`config.mk`:
```
export PLATFORM = sky130hd
export DESIGN_NAME = button_gesture_classifier_flat
export DESIGN_NICKNAME = d
export VERILOG_FILES = /design/src/sv/bgc_pkg.sv /design/src/sv/bgc_if.sv /design/src/sv/bgc_ram.sv /design/src/sv/bgc_datapath.sv /design/src/sv/bgc_ctrl.sv /design/src/sv/button_gesture_classifier.sv /design/src/flat_wrapper.sv
export SDC_FILE = /design/constraint.sdc
export NUM_CORES = 1
export LEC_CHECK = 0
export CORE_UTILIZATION = 55
export CTS_BUF_LIST = sky130_fd_sc_hd__clkbuf_8
export DETAILED_ROUTE_END_ITERATION = 10
export DONT_BUFFER_PORTS = 1
export PLACE_DENSITY = 0.73
export SLEW_MARGIN = 20
export SYNTH_ARGS = -nofsm -noshare
export SYNTH_HDL_FRONTEND = slang
export SYNTH_SLANG_ARGS = --single-unit
```
`constraint.sdc`:
```
create_clock -name clk_i -period 5.72 [get_ports clk_i]
set_clock_uncertainty 0.1 [all_clocks]
set_input_delay 1.144 -clock clk_i [delete_from_list [all_inputs] [get_ports clk_i]]
set_output_delay 1.144 -clock clk_i [all_outputs]
set_load 0.1 [all_outputs]
```
`src/sv/bgc_pkg.sv`:
```
// Shared widths, codes and control types of the button gesture classifier.
package bgc_pkg;

  localparam int NumButtons = 8;
  localparam int CmdW       = 2;
  localparam int BtnW       = 3;
  localparam int KindW      = 3;
  localparam int TimerW     = 16;
  localparam int EnW        = 5;
  localparam int CfgIdxW    = 2;
  localparam int CfgDataW   = 16;
  localparam int MaxRes     = 8;
  localparam int CntW       = $clog2(MaxRes + 1);

  // Input commands; the fourth code is unused and ignored.
  localparam logic [CmdW-1:0] CMD_PRESS   = 2'd0;
  localparam logic [CmdW-1:0] CMD_RELEASE = 2'd1;
  localparam logic [CmdW-1:0] CMD_TICK    = 2'd2;

  // Event kinds.
  localparam logic [KindW-1:0] K_DOWN    = 3'd0;
  localparam logic [KindW-1:0] K_HELD    = 3'd1;
  localparam logic [KindW-1:0] K_UP      = 3'd2;
  localparam logic [KindW-1:0] K_CLICKED = 3'd3;
  localparam logic [KindW-1:0] K_SHORT   = 3'd4;
  localparam logic [KindW-1:0] K_LONG    = 3'd5;

  // Bit positions in the event enable register.
  localparam int EN_DOWN    = 0;
  localparam int EN_HELD    = 1;
  localparam int EN_UP      = 2;
  localparam int EN_CLICKED = 3;
  localparam int EN_TIMED   = 4;

  // Configuration register indexes.
  localparam logic [CfgIdxW-1:0] CFG_EVENT_ENABLES = 2'd0;
  localparam logic [CfgIdxW-1:0] CFG_SHORT_LIMIT   = 2'd1;
  localparam logic [CfgIdxW-1:0] CFG_HOLD_LIMIT    = 2'd2;

  localparam logic [EnW-1:0]    EnablesRst    = 5'd0;
  localparam logic [TimerW-1:0] ShortLimitRst = 16'd300;
  localparam logic [TimerW-1:0] HoldLimitRst  = 16'd1000;

  // Commands from controller to datapath.
  typedef struct packed {
    logic             load;      // latch the input item
    logic             press_wr;  // restart timer, mark button down
    logic             rel_rd;    // read timer of the named button
    logic             rel_upd;   // clear down and lock of the named button
    logic             scan_rd;   // read timer at the scan index
    logic             scan_upd;  // update scanned button, may push held
    logic             push;      // push one result
    logic [KindW-1:0] kind;
    logic             flush;     // release the pending result as last
  } bgc_ctl_t;

  // Status from datapath to controller.
  typedef struct packed {
    logic [CmdW-1:0] cmd;
    logic            in_range;
    logic            down;
    logic            locked;
    logic            is_short;
    logic [EnW-1:0]  en;
    logic            push_ok;
    logic            flush_ok;
    logic            scan_go;
    logic            scan_last;
  } bgc_stat_t;

endpackage

```
`src/sv/bgc_if.sv`:
```
// Valid/ready channel interfaces for input items and result items.
interface bgc_in_if;
  logic                     valid;
  logic                     ready;
  logic [bgc_pkg::CmdW-1:0] cmd;
  logic [bgc_pkg::BtnW-1:0] button;

  modport source (output valid, output cmd, output button, input ready);
  modport sink   (input valid, input cmd, input button, output ready);
endinterface

interface bgc_out_if;
  logic                      valid;
  logic                      ready;
  logic [bgc_pkg::BtnW-1:0]  event_button;
  logic [bgc_pkg::KindW-1:0] event_kind;
  logic                      last;

  modport source (output valid, output event_button, output event_kind, output last,
                  input ready);
  modport sink   (input valid, input event_button, input event_kind, input last,
                  output ready);
endinterface

```
`src/sv/bgc_ram.sv`:
```
// Generic single-write, single-read RAM with registered read data.
module bgc_ram #(
  parameter int Width = 16,
  parameter int Depth = 8,
  localparam int AddrW = (Depth > 1) ? $clog2(Depth) : 1
) (
  input  logic             clk_i,
  input  logic             we_i,
  input  logic [AddrW-1:0] waddr_i,
  input  logic [Width-1:0] wdata_i,
  input  logic             re_i,
  input  logic [AddrW-1:0] raddr_i,
  output logic [Width-1:0] rdata_o
);

  logic [Width-1:0] mem_q [Depth];
  logic [Width-1:0] rdata_q;

  always_ff @(posedge clk_i) begin
    if (we_i) begin
      mem_q[waddr_i] <= wdata_i;
    end
    if (re_i) begin
      rdata_q <= mem_q[raddr_i];
    end
  end

  assign rdata_o = rdata_q;

endmodule

```
`src/sv/bgc_datapath.sv`:
```
// Datapath: item latch, config registers, button flags, timer RAM, result staging.
module bgc_datapath #(
  parameter int NUM_BUTTONS = bgc_pkg::NumButtons
) (
  input  logic                         clk_i,
  input  logic                         rst_ni,
  input  bgc_pkg::bgc_ctl_t            ctl_i,
  output bgc_pkg::bgc_stat_t           stat_o,
  input  logic [bgc_pkg::CmdW-1:0]     cmd_i,
  input  logic [bgc_pkg::BtnW-1:0]     button_i,
  input  logic                         cfg_we_i,
  input  logic [bgc_pkg::CfgIdxW-1:0]  cfg_idx_i,
  input  logic [bgc_pkg::CfgDataW-1:0] cfg_data_i,
  output logic                         out_valid_o,
  input  logic                         out_ready_i,
  output logic [bgc_pkg::BtnW-1:0]     out_button_o,
  output logic [bgc_pkg::KindW-1:0]    out_kind_o,
  output logic                         out_last_o
);
  import bgc_pkg::*;

  localparam int IdxW = (NUM_BUTTONS > 1) ? $clog2(NUM_BUTTONS) : 1;
  localparam logic [IdxW-1:0] LastIdx = IdxW'(NUM_BUTTONS - 1);

  logic [CmdW-1:0]        cmd_q;
  logic [BtnW-1:0]        btn_q;
  logic [IdxW-1:0]        scan_q;
  logic [EnW-1:0]         en_q;
  logic [TimerW-1:0]      short_q;
  logic [TimerW-1:0]      hold_q;
  logic [NUM_BUTTONS-1:0] down_q;
  logic [NUM_BUTTONS-1:0] lock_q;
  logic                   pend_v_q;
  logic [BtnW-1:0]        pend_btn_q;
  logic [KindW-1:0]       pend_kind_q;
  logic                   out_v_q;
  logic [BtnW-1:0]        out_btn_q;
  logic [KindW-1:0]       out_kind_q;
  logic                   out_last_q;
  logic [CntW-1:0]        cnt_q;

  logic [IdxW-1:0]   btn_idx;
  logic [TimerW-1:0] tmr_rd;
  logic [TimerW-1:0] tmr_inc;
  logic              in_range;
  logic              scan_down;
  logic              held_fire;
  logic              full;
  logic              out_free;
  logic              push_req;
  logic              push_ok;
  logic              push_fire;
  logic              store;
  logic              flush_fire;
  logic              scan_go;
  logic [BtnW-1:0]   push_btn;
  logic [KindW-1:0]  push_kind;
  logic              ram_we;
  logic [IdxW-1:0]   ram_waddr;
  logic [TimerW-1:0] ram_wdata;
  logic              ram_re;
  logic [IdxW-1:0]   ram_raddr;

  assign btn_idx   = IdxW'(btn_q);
  assign in_range  = int'(btn_q) < NUM_BUTTONS;
  assign tmr_inc   = (tmr_rd == '1) ? tmr_rd : tmr_rd + TimerW'(1);
  assign scan_down = down_q[scan_q];
  assign held_fire = ctl_i.scan_upd && scan_down && en_q[EN_HELD] && !lock_q[scan_q] &&
                     (tmr_inc > hold_q);

  // Result staging: one pending slot ahead of the output register, so the
  // last flag is known before a result leaves.
  assign full       = (cnt_q == CntW'(MaxRes));
  assign out_free   = !out_v_q || out_ready_i;
  assign push_req   = ctl_i.push || held_fire;
  assign push_ok    = full || !pend_v_q || out_free;
  assign push_fire  = push_req && push_ok;
  assign store      = push_fire && !full;
  assign flush_fire = ctl_i.flush && pend_v_q && out_free;
  assign scan_go    = ctl_i.scan_upd && (!held_fire || push_ok);
  assign push_btn   = ctl_i.scan_upd ? BtnW'(scan_q) : btn_q;
  assign push_kind  = ctl_i.scan_upd ? K_HELD : ctl_i.kind;

  // Timer RAM: every entry is written by a press before any read uses it.
  assign ram_we    = ctl_i.press_wr || (scan_go && scan_down);
  assign ram_waddr = ctl_i.press_wr ? btn_idx : scan_q;
  assign ram_wdata = ctl_i.press_wr ? '0 : tmr_inc;
  assign ram_re    = ctl_i.rel_rd || ctl_i.scan_rd;
  assign ram_raddr = ctl_i.rel_rd ? btn_idx : scan_q;

  bgc_ram #(
    .Width (TimerW),
    .Depth (NUM_BUTTONS)
  ) u_timer_ram (
    .clk_i   (clk_i),
    .we_i    (ram_we),
    .waddr_i (ram_waddr),
    .wdata_i (ram_wdata),
    .re_i    (ram_re),
    .raddr_i (ram_raddr),
    .rdata_o (tmr_rd)
  );

  always_ff @(posedge clk_i) begin
    if (ctl_i.load) begin
      cmd_q <= cmd_i;
      btn_q <= button_i;
    end
  end

  always_ff @(posedge clk_i or negedge rst_ni) begin
    if (!rst_ni) begin
      en_q     <= EnablesRst;
      short_q  <= ShortLimitRst;
      hold_q   <= HoldLimitRst;
      down_q   <= '0;
      lock_q   <= '0;
      scan_q   <= '0;
      cnt_q    <= '0;
      pend_v_q <= 1'b0;
      out_v_q  <= 1'b0;
    end else begin
      if (cfg_we_i) begin
        case (cfg_idx_i)
          CFG_EVENT_ENABLES: en_q    <= cfg_data_i[EnW-1:0];
          CFG_SHORT_LIMIT:   short_q <= cfg_data_i[TimerW-1:0];
          CFG_HOLD_LIMIT:    hold_q  <= cfg_data_i[TimerW-1:0];
          default: ;
        endcase
      end
      if (ctl_i.press_wr) begin
        down_q[btn_idx] <= 1'b1;
      end
      if (ctl_i.rel_upd) begin
        down_q[btn_idx] <= 1'b0;
        lock_q[btn_idx] <= 1'b0;
      end
      if (scan_go && held_fire) begin
        lock_q[scan_q] <= 1'b1;
      end
      if (ctl_i.load) begin
        scan_q <= '0;
        cnt_q  <= '0;
      end else begin
        if (scan_go) begin
          scan_q <= scan_q + IdxW'(1);
        end
        if (store) begin
          cnt_q <= cnt_q + CntW'(1);
        end
      end
      if (store) begin
        pend_v_q <= 1'b1;
      end else if (flush_fire) begin
        pend_v_q <= 1'b0;
      end
      if ((store && pend_v_q) || flush_fire) begin
        out_v_q <= 1'b1;
      end else if (out_ready_i) begin
        out_v_q <= 1'b0;
      end
    end
  end

  always_ff @(posedge clk_i) begin
    if (store) begin
      pend_btn_q  <= push_btn;
      pend_kind_q <= push_kind;
    end
    if ((store && pend_v_q) || flush_fire) begin
      out_btn_q  <= pend_btn_q;
      out_kind_q <= pend_kind_q;
      out_last_q <= flush_fire;
    end
  end

  assign stat_o.cmd       = cmd_q;
  assign stat_o.in_range  = in_range;
  assign stat_o.down      = down_q[btn_idx];
  assign stat_o.locked    = lock_q[btn_idx];
  assign stat_o.is_short  = (tmr_rd <= short_q);
  assign stat_o.en        = en_q;
  assign stat_o.push_ok   = push_ok;
  assign stat_o.flush_ok  = !pend_v_q || out_free;
  assign stat_o.scan_go   = scan_go;
  assign stat_o.scan_last = (scan_q == LastIdx);

  assign out_valid_o  = out_v_q;
  assign out_button_o = out_btn_q;
  assign out_kind_o   = out_kind_q;
  assign out_last_o   = out_last_q;

endmodule

```
`src/sv/bgc_ctrl.sv`:
```
// Controller: sequences press, release and tick handling over the datapath.
module bgc_ctrl (
  input  logic                clk_i,
  input  logic                rst_ni,
  input  logic                in_valid_i,
  output logic                in_ready_o,
  input  bgc_pkg::bgc_stat_t  stat_i,
  output bgc_pkg::bgc_ctl_t   ctl_o
);
  import bgc_pkg::*;

  typedef enum logic [3:0] {
    S_IDLE,
    S_DECODE,
    S_PRESS,
    S_REL_EVAL,
    S_REL_UP,
    S_REL_CLK,
    S_REL_TMD,
    S_TICK_RD,
    S_TICK_EVAL,
    S_FLUSH
  } state_e;

  state_e state_q, state_d;

  always_ff @(posedge clk_i or negedge rst_ni) begin
    if (!rst_ni) begin
      state_q <= S_IDLE;
    end else begin
      state_q <= state_d;
    end
  end

  always_comb begin
    ctl_o      = '0;
    state_d    = state_q;
    in_ready_o = (state_q == S_IDLE);
    case (state_q)
      S_IDLE: begin
        ctl_o.load = in_valid_i;
        if (in_valid_i) begin
          state_d = S_DECODE;
        end
      end
      S_DECODE: begin
        case (stat_i.cmd)
          CMD_PRESS: begin
            if (stat_i.in_range) begin
              ctl_o.press_wr = 1'b1;
              state_d        = S_PRESS;
            end else begin
              state_d = S_IDLE;
            end
          end
          CMD_RELEASE: begin
            if (stat_i.in_range && stat_i.down) begin
              ctl_o.rel_rd = 1'b1;
              state_d      = S_REL_EVAL;
            end else begin
              state_d = S_IDLE;
            end
          end
          CMD_TICK: state_d = S_TICK_RD;
          default:  state_d = S_IDLE;
        endcase
      end
      S_PRESS: begin
        ctl_o.push = stat_i.en[EN_DOWN];
        ctl_o.kind = K_DOWN;
        if (!ctl_o.push || stat_i.push_ok) begin
          state_d = S_FLUSH;
        end
      end
      S_REL_EVAL: begin
        // A locked button drops its lock and down flag but pushes no events.
        ctl_o.rel_upd = 1'b1;
        state_d       = stat_i.locked ? S_IDLE : S_REL_UP;
      end
      S_REL_UP: begin
        ctl_o.push = stat_i.en[EN_UP];
        ctl_o.kind = K_UP;
        if (!ctl_o.push || stat_i.push_ok) begin
          state_d = S_REL_CLK;
        end
      end
      S_REL_CLK: begin
        ctl_o.push = stat_i.en[EN_CLICKED];
        ctl_o.kind = K_CLICKED;
        if (!ctl_o.push || stat_i.push_ok) begin
          state_d = S_REL_TMD;
        end
      end
      S_REL_TMD: begin
        ctl_o.push = stat_i.en[EN_TIMED];
        ctl_o.kind = stat_i.is_short ? K_SHORT : K_LONG;
        if (!ctl_o.push || stat_i.push_ok) begin
          state_d = S_FLUSH;
        end
      end
      S_TICK_RD: begin
        ctl_o.scan_rd = 1'b1;
        state_d       = S_TICK_EVAL;
      end
      S_TICK_EVAL: begin
        ctl_o.scan_upd = 1'b1;
        if (stat_i.scan_go) begin
          state_d = stat_i.scan_last ? S_FLUSH : S_TICK_RD;
        end
      end
      S_FLUSH: begin
        ctl_o.flush = 1'b1;
        if (stat_i.flush_ok) begin
          state_d = S_IDLE;
        end
      end
      default: state_d = S_IDLE;
    endcase
  end

endmodule

```
`src/sv/button_gesture_classifier.sv`:
```
// Button gesture classifier: per-button press timers with down/held/up/click/short/long events.
// Each item is decoded, walked through its press, release or tick states, and its
// last result flushed into the output register; output stalls hold it up.
// Throughput: one item at a time; the timer RAM port and the per-button scan set it.
// Reset: async, active low; clears all flags and loads register defaults. Timer
// RAM is not cleared: a press always writes an entry before it is read.
module button_gesture_classifier #(
  parameter int NUM_BUTTONS = bgc_pkg::NumButtons
) (
  input  logic                         clk_i,
  input  logic                         rst_ni,
  bgc_in_if.sink                       in_ch,
  bgc_out_if.source                    out_ch,
  input  logic                         cfg_we_i,
  input  logic [bgc_pkg::CfgIdxW-1:0]  cfg_idx_i,
  input  logic [bgc_pkg::CfgDataW-1:0] cfg_data_i
);
  import bgc_pkg::*;

  // Controller and datapath talk only through these two bundles.
  bgc_ctl_t  ctl;
  bgc_stat_t stat;
  logic      in_ready;

  // Controller: take one input transfer, walk it through press, release or
  // tick steps, then flush the final result with its last flag set.
  bgc_ctrl u_ctrl (
    .clk_i      (clk_i),
    .rst_ni     (rst_ni),
    .in_valid_i (in_ch.valid),
    .in_ready_o (in_ready),
    .stat_i     (stat),
    .ctl_o      (ctl)
  );

  assign in_ch.ready = in_ready;

  // Datapath: holds the item, the config, the flags and timer RAM, and a
  // pending slot plus output register so a result can wait while the next
  // item is taken.
  bgc_datapath #(
    .NUM_BUTTONS (NUM_BUTTONS)
  ) u_datapath (
    .clk_i        (clk_i),
    .rst_ni       (rst_ni),
    .ctl_i        (ctl),
    .stat_o       (stat),
    .cmd_i        (in_ch.cmd),
    .button_i     (in_ch.button),
    .cfg_we_i     (cfg_we_i),
    .cfg_idx_i    (cfg_idx_i),
    .cfg_data_i   (cfg_data_i),
    .out_valid_o  (out_ch.valid),
    .out_ready_i  (out_ch.ready),
    .out_button_o (out_ch.event_button),
    .out_kind_o   (out_ch.event_kind),
    .out_last_o   (out_ch.last)
  );

endmodule

```
`src/flat_wrapper.sv`:
```
// flat-port wrapper written by rule: the top's interface ports become plain ports
module button_gesture_classifier_flat import bgc_pkg::*;
#(
  parameter int NUM_BUTTONS = bgc_pkg::NumButtons
)
  (clk_i, rst_ni, cfg_we_i, cfg_idx_i, cfg_data_i, in_ch_valid, in_ch_cmd, in_ch_button, in_ch_ready, out_ch_valid, out_ch_event_button, out_ch_event_kind, out_ch_last, out_ch_ready);
  bgc_in_if in_ch_i ();
  bgc_out_if out_ch_i ();
  input  logic clk_i;
  input  logic rst_ni;
  input  logic cfg_we_i;
  input  logic [bgc_pkg::CfgIdxW-1:0] cfg_idx_i;
  input  logic [bgc_pkg::CfgDataW-1:0] cfg_data_i;
  input wire logic [$bits(in_ch_i.valid)-1:0] in_ch_valid;
  input wire logic [$bits(in_ch_i.cmd)-1:0] in_ch_cmd;
  input wire logic [$bits(in_ch_i.button)-1:0] in_ch_button;
  output wire logic [$bits(in_ch_i.ready)-1:0] in_ch_ready;
  output wire logic [$bits(out_ch_i.valid)-1:0] out_ch_valid;
  output wire logic [$bits(out_ch_i.event_button)-1:0] out_ch_event_button;
  output wire logic [$bits(out_ch_i.event_kind)-1:0] out_ch_event_kind;
  output wire logic [$bits(out_ch_i.last)-1:0] out_ch_last;
  input wire logic [$bits(out_ch_i.ready)-1:0] out_ch_ready;
  assign in_ch_i.valid = in_ch_valid;
  assign in_ch_i.cmd = in_ch_cmd;
  assign in_ch_i.button = in_ch_button;
  assign in_ch_ready = in_ch_i.ready;
  assign out_ch_valid = out_ch_i.valid;
  assign out_ch_event_button = out_ch_i.event_button;
  assign out_ch_event_kind = out_ch_i.event_kind;
  assign out_ch_last = out_ch_i.last;
  assign out_ch_i.ready = out_ch_ready;
  button_gesture_classifier #(.NUM_BUTTONS(NUM_BUTTONS)) u_core (.clk_i(clk_i), .rst_ni(rst_ni), .in_ch(in_ch_i), .out_ch(out_ch_i), .cfg_we_i(cfg_we_i), .cfg_idx_i(cfg_idx_i), .cfg_data_i(cfg_data_i));
endmodule
```
# Yosys cells after proc, flatten, opt, wreduce, memory -nomap -nowiden

Memories as Yosys holds them, arrays and structs flattened. A register that Yosys moved wholly into a read port is not among the register bits.
Index checks and enable logic that the tools add are counted.

Flip-flop bits (word level): 84
Latch bits: 0
RAM bits: 128
Memory bits (read-only): 0
Bits of input ports: 28
Output and inout port bits: 9
Logic and storage cells: 156
Memories: 1

Add/subtract/negate cells: 3
Multiply operators: 0
Div/mod/pow operators: 0
Magnitude comparators: 6
Equal/unequal tests: 23
Shifts and indexed selects: 0
Muxes and demuxes: 54
Bitwise operators: 5
Reductions and logical operators: 47

Memories:

| name                                | words | bits a word | rd ports | clocked after memory_dff | write ports | line          | text |
|---|---|---|---|---|---|---|---|
| u_core.u_datapath.u_timer_ram.mem_q | 8     | 16          | 1        | 1                        | 1           | bgc_ram.sv:16 | `logic [Width-1:0] mem_q [Depth];` |

Operator list:

| operator                                                             | count |
|---|---|
| 4-bit 2-to-1 mux                                                     | 10 |
| 4-bit one-hot mux with 10 select lines                               | 1 |
| 16-bit 2-to-1 mux                                                    | 2 |
| 8-bit 2-to-1 mux                                                     | 4 |
| 1-bit 2-to-1 mux                                                     | 21 |
| 3-bit 2-to-1 mux                                                     | 6 |
| 16-bit by 1-bit adder with 16-bit output, second input constant      | 1 |
| 8-bit bitwise AND                                                    | 2 |
| 16-bit == test, second input constant                                | 1 |
| 4-bit by 3-bit == test with 1-bit output, second input constant      | 4 |
| 16-bit greater-than comparator                                       | 1 |
| 16-bit <= comparator                                                 | 1 |
| 8-bit OR                                                             | 2 |
| 4-bit one-hot mux with 4 select lines                                | 1 |
| 1-bit logical AND                                                    | 14 |
| 1-bit logical OR                                                     | 13 |
| 1-bit binary-select mux with 3-bit select                            | 4 |
| 4-bit == test, second input constant                                 | 3 |
| 2-bit inequality test, second input constant                         | 6 |
| 4-bit one-hot mux with 3 select lines                                | 1 |
| 1-bit zero test                                                      | 9 |
| 4-bit by 2-bit == test with 1-bit output, second input constant      | 2 |
| 3-bit by 4-bit < comparator with 1-bit output, second input constant | 2 |
| 8-bit inverter                                                       | 1 |
| 15 further kinds                                                     | 26 |

# Depth between registers and ports, before layout

Word-level depth: 13
Gate-level depth with buffers: 15

# Cells and area by module

A second synthesis with hierarchy kept.

Cell total of the unflattened synthesis: 721
Area, all modules: 10819.1 um^2

Modules (own cells, without submodules):

| module       | times used | cells each | area an instance (um^2) | seq. area each (um^2) |
|---|---|---|---|---|
| bgc_ram      | 1          | 214        | 5454.0                  | 4324.1 |
| bgc_datapath | 1          | 445        | 4894.7                  | 2104.5 |
| bgc_ctrl     | 1          | 62         | 470.5                   | 100.1 |

# Worst setup path before layout

No wires, ideal clock.

Kind: register to register
Start point: register u_core.u_ctrl.state_q[2]
End point: register u_core.u_datapath.scan_q[2]
Data arrival time: 4780 ps
Slack: 715 ps
Stages on the path, launching flop included: 7
Period minus slack after synthesis: 5005 ps
Path through: dfrtp_1 clkbuf_1 nor4_1 nand2_1 inv_1 nor2_1 mux2_2

RTL lines:

| item                     | line                | text |
|---|---|---|
| start: declaration       | bgc_ctrl.sv:25      | `state_e state_q, state_d;` |
| start signal: assignment | bgc_ctrl.sv:31      | `state_q <= state_d;` |
| end signal: assignment   | bgc_datapath.sv:146 | `scan_q <= scan_q + IdxW'(1);` |
| end: declaration         | bgc_datapath.sv:27  | `logic [IdxW-1:0] scan_q;` |

# Worst setup path after layout

Start point: register u_core.u_datapath.u_timer_ram.rdata_q[5] (netlist: u_core.u_datapath.u_timer_ram.rdata_o[5]) (read register of u_core.u_datapath.u_timer_ram.mem_q)
End point: register u_core.u_datapath.out_kind_q[0] (netlist: u_core.u_datapath.out_kind_o[0]), enable pin

Longest elaborated chain between the ends: 9
Elaborated cells between the ends (all ways): 10
Those cells by class: add/sub (1); order compare (1); eq/ne (1); mux (1); reduce/logical (6)

RTL lines:

| item                                                                       | line                | text |
|---|---|---|
| start: declaration                                                         | bgc_ram.sv:17       | `logic [Width-1:0] rdata_q;` |
| 16-bit by 1-bit adder with 16-bit output or 16-bit == test (tied branches) | bgc_datapath.sv:66  | `assign tmr_inc = (tmr_rd == '1) ? tmr_rd : tmr_rd + TimerW'(1);` |
| 16-bit 2-to-1 mux (*)                                                      | bgc_datapath.sv:66  |  |
| 16-bit greater-than comparator (*)                                         | bgc_datapath.sv:69  | `(tmr_inc > hold_q);` |
| 1-bit logical AND (*)                                                      | bgc_datapath.sv:68  | `assign held_fire = ctl_i.scan_upd && scan_down && en_q[EN_HELD] && !lock_q[scan_q] &&` |
| 1-bit logical OR (*)                                                       | bgc_datapath.sv:75  | `assign push_req = ctl_i.push \|\| held_fire;` |
| 1-bit logical AND (*)                                                      | bgc_datapath.sv:77  | `assign push_fire = push_req && push_ok;` |
| 1-bit logical AND (*)                                                      | bgc_datapath.sv:78  | `assign store = push_fire && !full;` |
| 1-bit logical AND (*)                                                      | bgc_datapath.sv:170 | `if ((store && pend_v_q) \|\| flush_fire) begin` |
| 1-bit logical OR (*)                                                       | bgc_datapath.sv:170 |  |
| end signal: assignment                                                     | bgc_datapath.sv:172 | `out_kind_q <= pend_kind_q;` |
| end: declaration                                                           | bgc_datapath.sv:38  | `logic [KindW-1:0] out_kind_q;` |

Mark *: on every way between the ends. The rest lies on a longest branch, timed or not.
A chain may end at the register's enable or synchronous reset.

==> impl_metrics.ini <==
[critical_path]
worst-path-max-fanout = 7
timing.critical_path.to_type = flop
cp-start-kind = flop
data_required_time_of_the_worst_path_ns = 5.79
timing.critical_path.arrival_ns = 5.00
critical_path_class = flop to flop

[clock_tree]
worstSkewPairLatency_ns = 0.54
htree_num_levels = 2
tritoncts_num_sinks = 228
setup_repair_bufs_after_cts = 0
clock_tree.buffer_depth = 3
ctsRootBufferMaster = sky130_fd_sc_hd__clkbuf_8
cts_clk_pin_slew_worst_paths_ns = 0.06
cts_inserted_buffers = 38
cts_tree = yes
holdBufCountCts = 0
resize_count_post_cts = 0

[global_route]
first_global_vias = 6788
grt_pass1_wl_mm = 37.1
globalRouteTotalUtil_pct = 24.9
antenna_found_initial = 0
grt_start_max_net_pins = 67
globalRoute.totalOverflow = 0

[logic_synthesis]
netlist_instances = 789
synth-seq-area-share_pct = 60.7
synth_top_family_by_area = multiplexers
synth_nets = 854
synth_adder_area_share_pct = 4.30
post_synth_instance_area_sq_um = 10800
asyncSetResetFlopFracSynth_pct = 28.9
synthSimpleGateAreaFrac_pct = 8.53
yosys_warnings = 0
synth_edf_count = 162
synth_largest_type_area_fraction_pct = 45.2
synth.top_cells.by_count = sky130_fd_sc_hd__edfxtp_1 (162), sky130_fd_sc_hd__dfrtp_1 (56), sky130_fd_sc_hd__mux2i_1 (53), sky130_fd_sc_hd__mux2_2 (47), sky130_fd_sc_hd__inv_1 (44)
synth.mux.area_fraction_pct = 13.6
synth_xor_area_share_pct = 0.814
postSynthAreaPerCell_sq_um = 13.6
synth.lib_cells_used.distinct = 65
synth_top_cells_by_area = sky130_fd_sc_hd__edfxtp_1 (45%), sky130_fd_sc_hd__dfrtp_1 (13%), sky130_fd_sc_hd__mux2i_1 (4.9%)
synth_largest_area_cell = sky130_fd_sc_hd__edfxtp_1
yosysMostFrequentCell = sky130_fd_sc_hd__edfxtp_1
share_of_the_synthesized_area_in_compound_gates_ao_oa_aoi_oai_pct = 8.98
yosys_register_bits = 228
synth_flop_cell = sky130_fd_sc_hd__edfxtp_1

[floorplan]
die-area_sq_um = 20100
die_w_um = 142
rows = 50
top_level_ports = 37
initial_utilization_pct = 56.8
core_area_sq_um = 19000
chipHeight_um = 142

[placed_design]
dpl_cell_area_sq_um = 11000
gpl.final_weighted_congestion = 0.876
placement.io_buffers = 0
hpwlAfterDp_mm = 16.4

[route]
antenna_violating_nets_post_route = 0
route.detailed.wl_per_inst_um = 21.9
wl_mm = 24.1
first_iter_violations = 543
drc = 0
vias = 6649
detail_route.first_pass.iterations = 5
via_per_inst = 6.06

[finish]
post-route-cell-area_sq_um = 11800
antenna_diode_instance_count = 0
final_nets = 874
layout-drive-gt1-share_pct = 19.0
syn2layout_area_growth_pct = 9.35

[sta]
report.final.hold_viol_count = 0
min_period_ns = 4.94
timing.final.max_slew_violations = 0
max_clock_freq_mhz = 203
finalCritPeriodShare_pct = 86.3
rsz0062_at_grt = no
max_slew.worst_pin.slew_ns = 1.14
finalSetupTns_ns = 0
relSlewSlack_pct = 23.5
report.final.setup_viol = 0
whs_ns = 0.200

[pwr]
leak_uw = 0.00467
vdd.ir_drop.worst_v = 0.000217
power.density_nw_per_um2 = 463

[flow_run]
maxCapViolCount = 0

[status]
result_of_the_run = finished, final reports clean

[hold_path]
min_path_type = input pin to async pin
area by class of cell:
cell class                      count  area (sq um)
Clock buffer                       38           523
Clock inverter                     31           189
Fill cell                        1446          7190
Inverter                           45           169
Multi-Input combinational cell    485          3920
Sequential cell                   228          6530
Tap cell                          260           325
Timing Repair Buffer               11           113
critical path: stages, from the launching register on:
cell and delay [ns]:
sky130_fd_sc_hd__edfxtp_1 0.44, sky130_fd_sc_hd__and4_1 0.26, sky130_fd_sc_hd__nand3_1 0.17, sky130_fd_sc_hd__nor4_1 0.78, sky130_fd_sc_hd__nor2_1 0.19, sky130_fd_sc_hd__nand3_1 0.18
sky130_fd_sc_hd__xnor2_1 0.17, sky130_fd_sc_hd__ha_1 0.30, sky130_fd_sc_hd__nand4_1 0.16, sky130_fd_sc_hd__nor4_1 0.10, sky130_fd_sc_hd__or4b_1 0.54, sky130_fd_sc_hd__o21ai_2 0.30
sky130_fd_sc_hd__nand2_1 0.17, sky130_fd_sc_hd__o21ai_0 0.70
power by group:
part	leakage, uW	total, uW	internal (uW)	switching [uW]
Clock	0.000406	1360	716	645
Sequential	0.00226	2590	2150	440
Combinational	0.00201	1500	596	901
Total	0.00467	5450	3460	1990
sequential cells by signal, summed over array words and instances, names as in the netlist, 4 cells and up, named ones only:
signal / cells
u_core.u_datapath.u_timer_ram.mem_q: 128
u_core.u_datapath.hold_q: 16
u_core.u_datapath.short_q: 16
u_core.u_datapath.u_timer_ram.rdata_o: 16
u_core.u_datapath.lock_q: 8
u_core.u_datapath.down_q: 7
u_core.u_datapath.en_q: 5
u_core.u_ctrl.state_q: 4
u_core.u_datapath.cnt_q: 4
placed cells by master (no fill, tap or decap), types with 3 or more instances in the layout:
cell                       instances
sky130_fd_sc_hd__o21ai_0          13
sky130_fd_sc_hd__nand4_1          11
sky130_fd_sc_hd__a221oi_1         16
sky130_fd_sc_hd__and3_1            4
sky130_fd_sc_hd__clkinv_2          6
sky130_fd_sc_hd__a32o_1            4
sky130_fd_sc_hd__nor3_1            8
sky130_fd_sc_hd__a21oi_1          28
sky130_fd_sc_hd__ha_1             37
sky130_fd_sc_hd__buf_4             9
sky130_fd_sc_hd__mux2_4           15
sky130_fd_sc_hd__nand3b_1          4
sky130_fd_sc_hd__o22ai_1          10
sky130_fd_sc_hd__dfstp_2          10
sky130_fd_sc_hd__mux2i_1          53
sky130_fd_sc_hd__a21o_1           11
sky130_fd_sc_hd__nor2_1           35
sky130_fd_sc_hd__o22ai_2          10
sky130_fd_sc_hd__mux2_2           47
sky130_fd_sc_hd__inv_1            56
sky130_fd_sc_hd__a31oi_1          10
sky130_fd_sc_hd__nand2b_1          8
sky130_fd_sc_hd__nand3_1          22
sky130_fd_sc_hd__and2_1           15
sky130_fd_sc_hd__nand2_1          40
sky130_fd_sc_hd__o21a_1            6
sky130_fd_sc_hd__or4_1             3
sky130_fd_sc_hd__nor4_1            3
sky130_fd_sc_hd__clkbuf_8         38
sky130_fd_sc_hd__o41ai_1           6
sky130_fd_sc_hd__edfxtp_1        162
sky130_fd_sc_hd__mux2_1           10
sky130_fd_sc_hd__clkinv_1          8
sky130_fd_sc_hd__a211oi_1          3
sky130_fd_sc_hd__nor2b_1           9
sky130_fd_sc_hd__dfrtp_1          56
sky130_fd_sc_hd__xnor2_1           8
per-stage QoR:
step / util, % / power, uW / worst slack, ns / instances
after global placement: 58.2 / 4030 / 0.980 / 1029
after detailed placement: 58.3 / 4090 / 0.810 / 1029
after global routing: 62.1 / 5710 / 0.231 / 1098
after CTS: 62.0 / 5470 / 0.801 / 1098
after floorplan: - / 3650 / 0.715 / 789
final: 62.1 / 5450 / 0.782 / 1098
layer usage:
| layer | GRT usage, % | wire (um) | vias to the layer above |
|---|---|---|---|
| li1 | - | - | 3038 |
| met1 | 32.6 | 10200 | 3289 |
| met2 | 41.2 | 11500 | 259 |
| met3 | 4.62 | 1620 | 63 |
| met4 | 9.73 | 724 | 0 |
| met5 | 0 | 0 | - |
kinds of logic after synthesis:
group,Yosys count
AO/OA/AOI/OAI,132
multiplexers,128
buffers and inverters,76
XOR/XNOR,10
flip-flops,228
adder cells (fa/ha/maj),37
AND/OR/NAND/NOR,178
path summary, 6_finish.rpt:
check	endpoint	from	slack, ns	cells after the start
setup / recovery	u_core.u_datapath.out_kind_o[0]	u_core.u_datapath.u_timer_ram.rdata_o[5]	0.78	13
hold / removal	u_core.u_datapath.lock_q[7]	rst_ni	0.20	0
setup reg to reg	u_core.u_datapath.out_kind_o[0]	u_core.u_datapath.u_timer_ram.rdata_o[5]	0.78	13
hold reg to reg	u_core.u_datapath.out_button_o[2]	u_core.u_datapath.pend_btn_q[2]	0.32	0
max in group asynchronous	u_core.u_datapath.short_q[8]	rst_ni	5.09	0
min in group clk_i	u_core.u_datapath.out_button_o[2]	u_core.u_datapath.pend_btn_q[2]	0.32	0
Note: power is estimated with default switching activity, not from simulation.
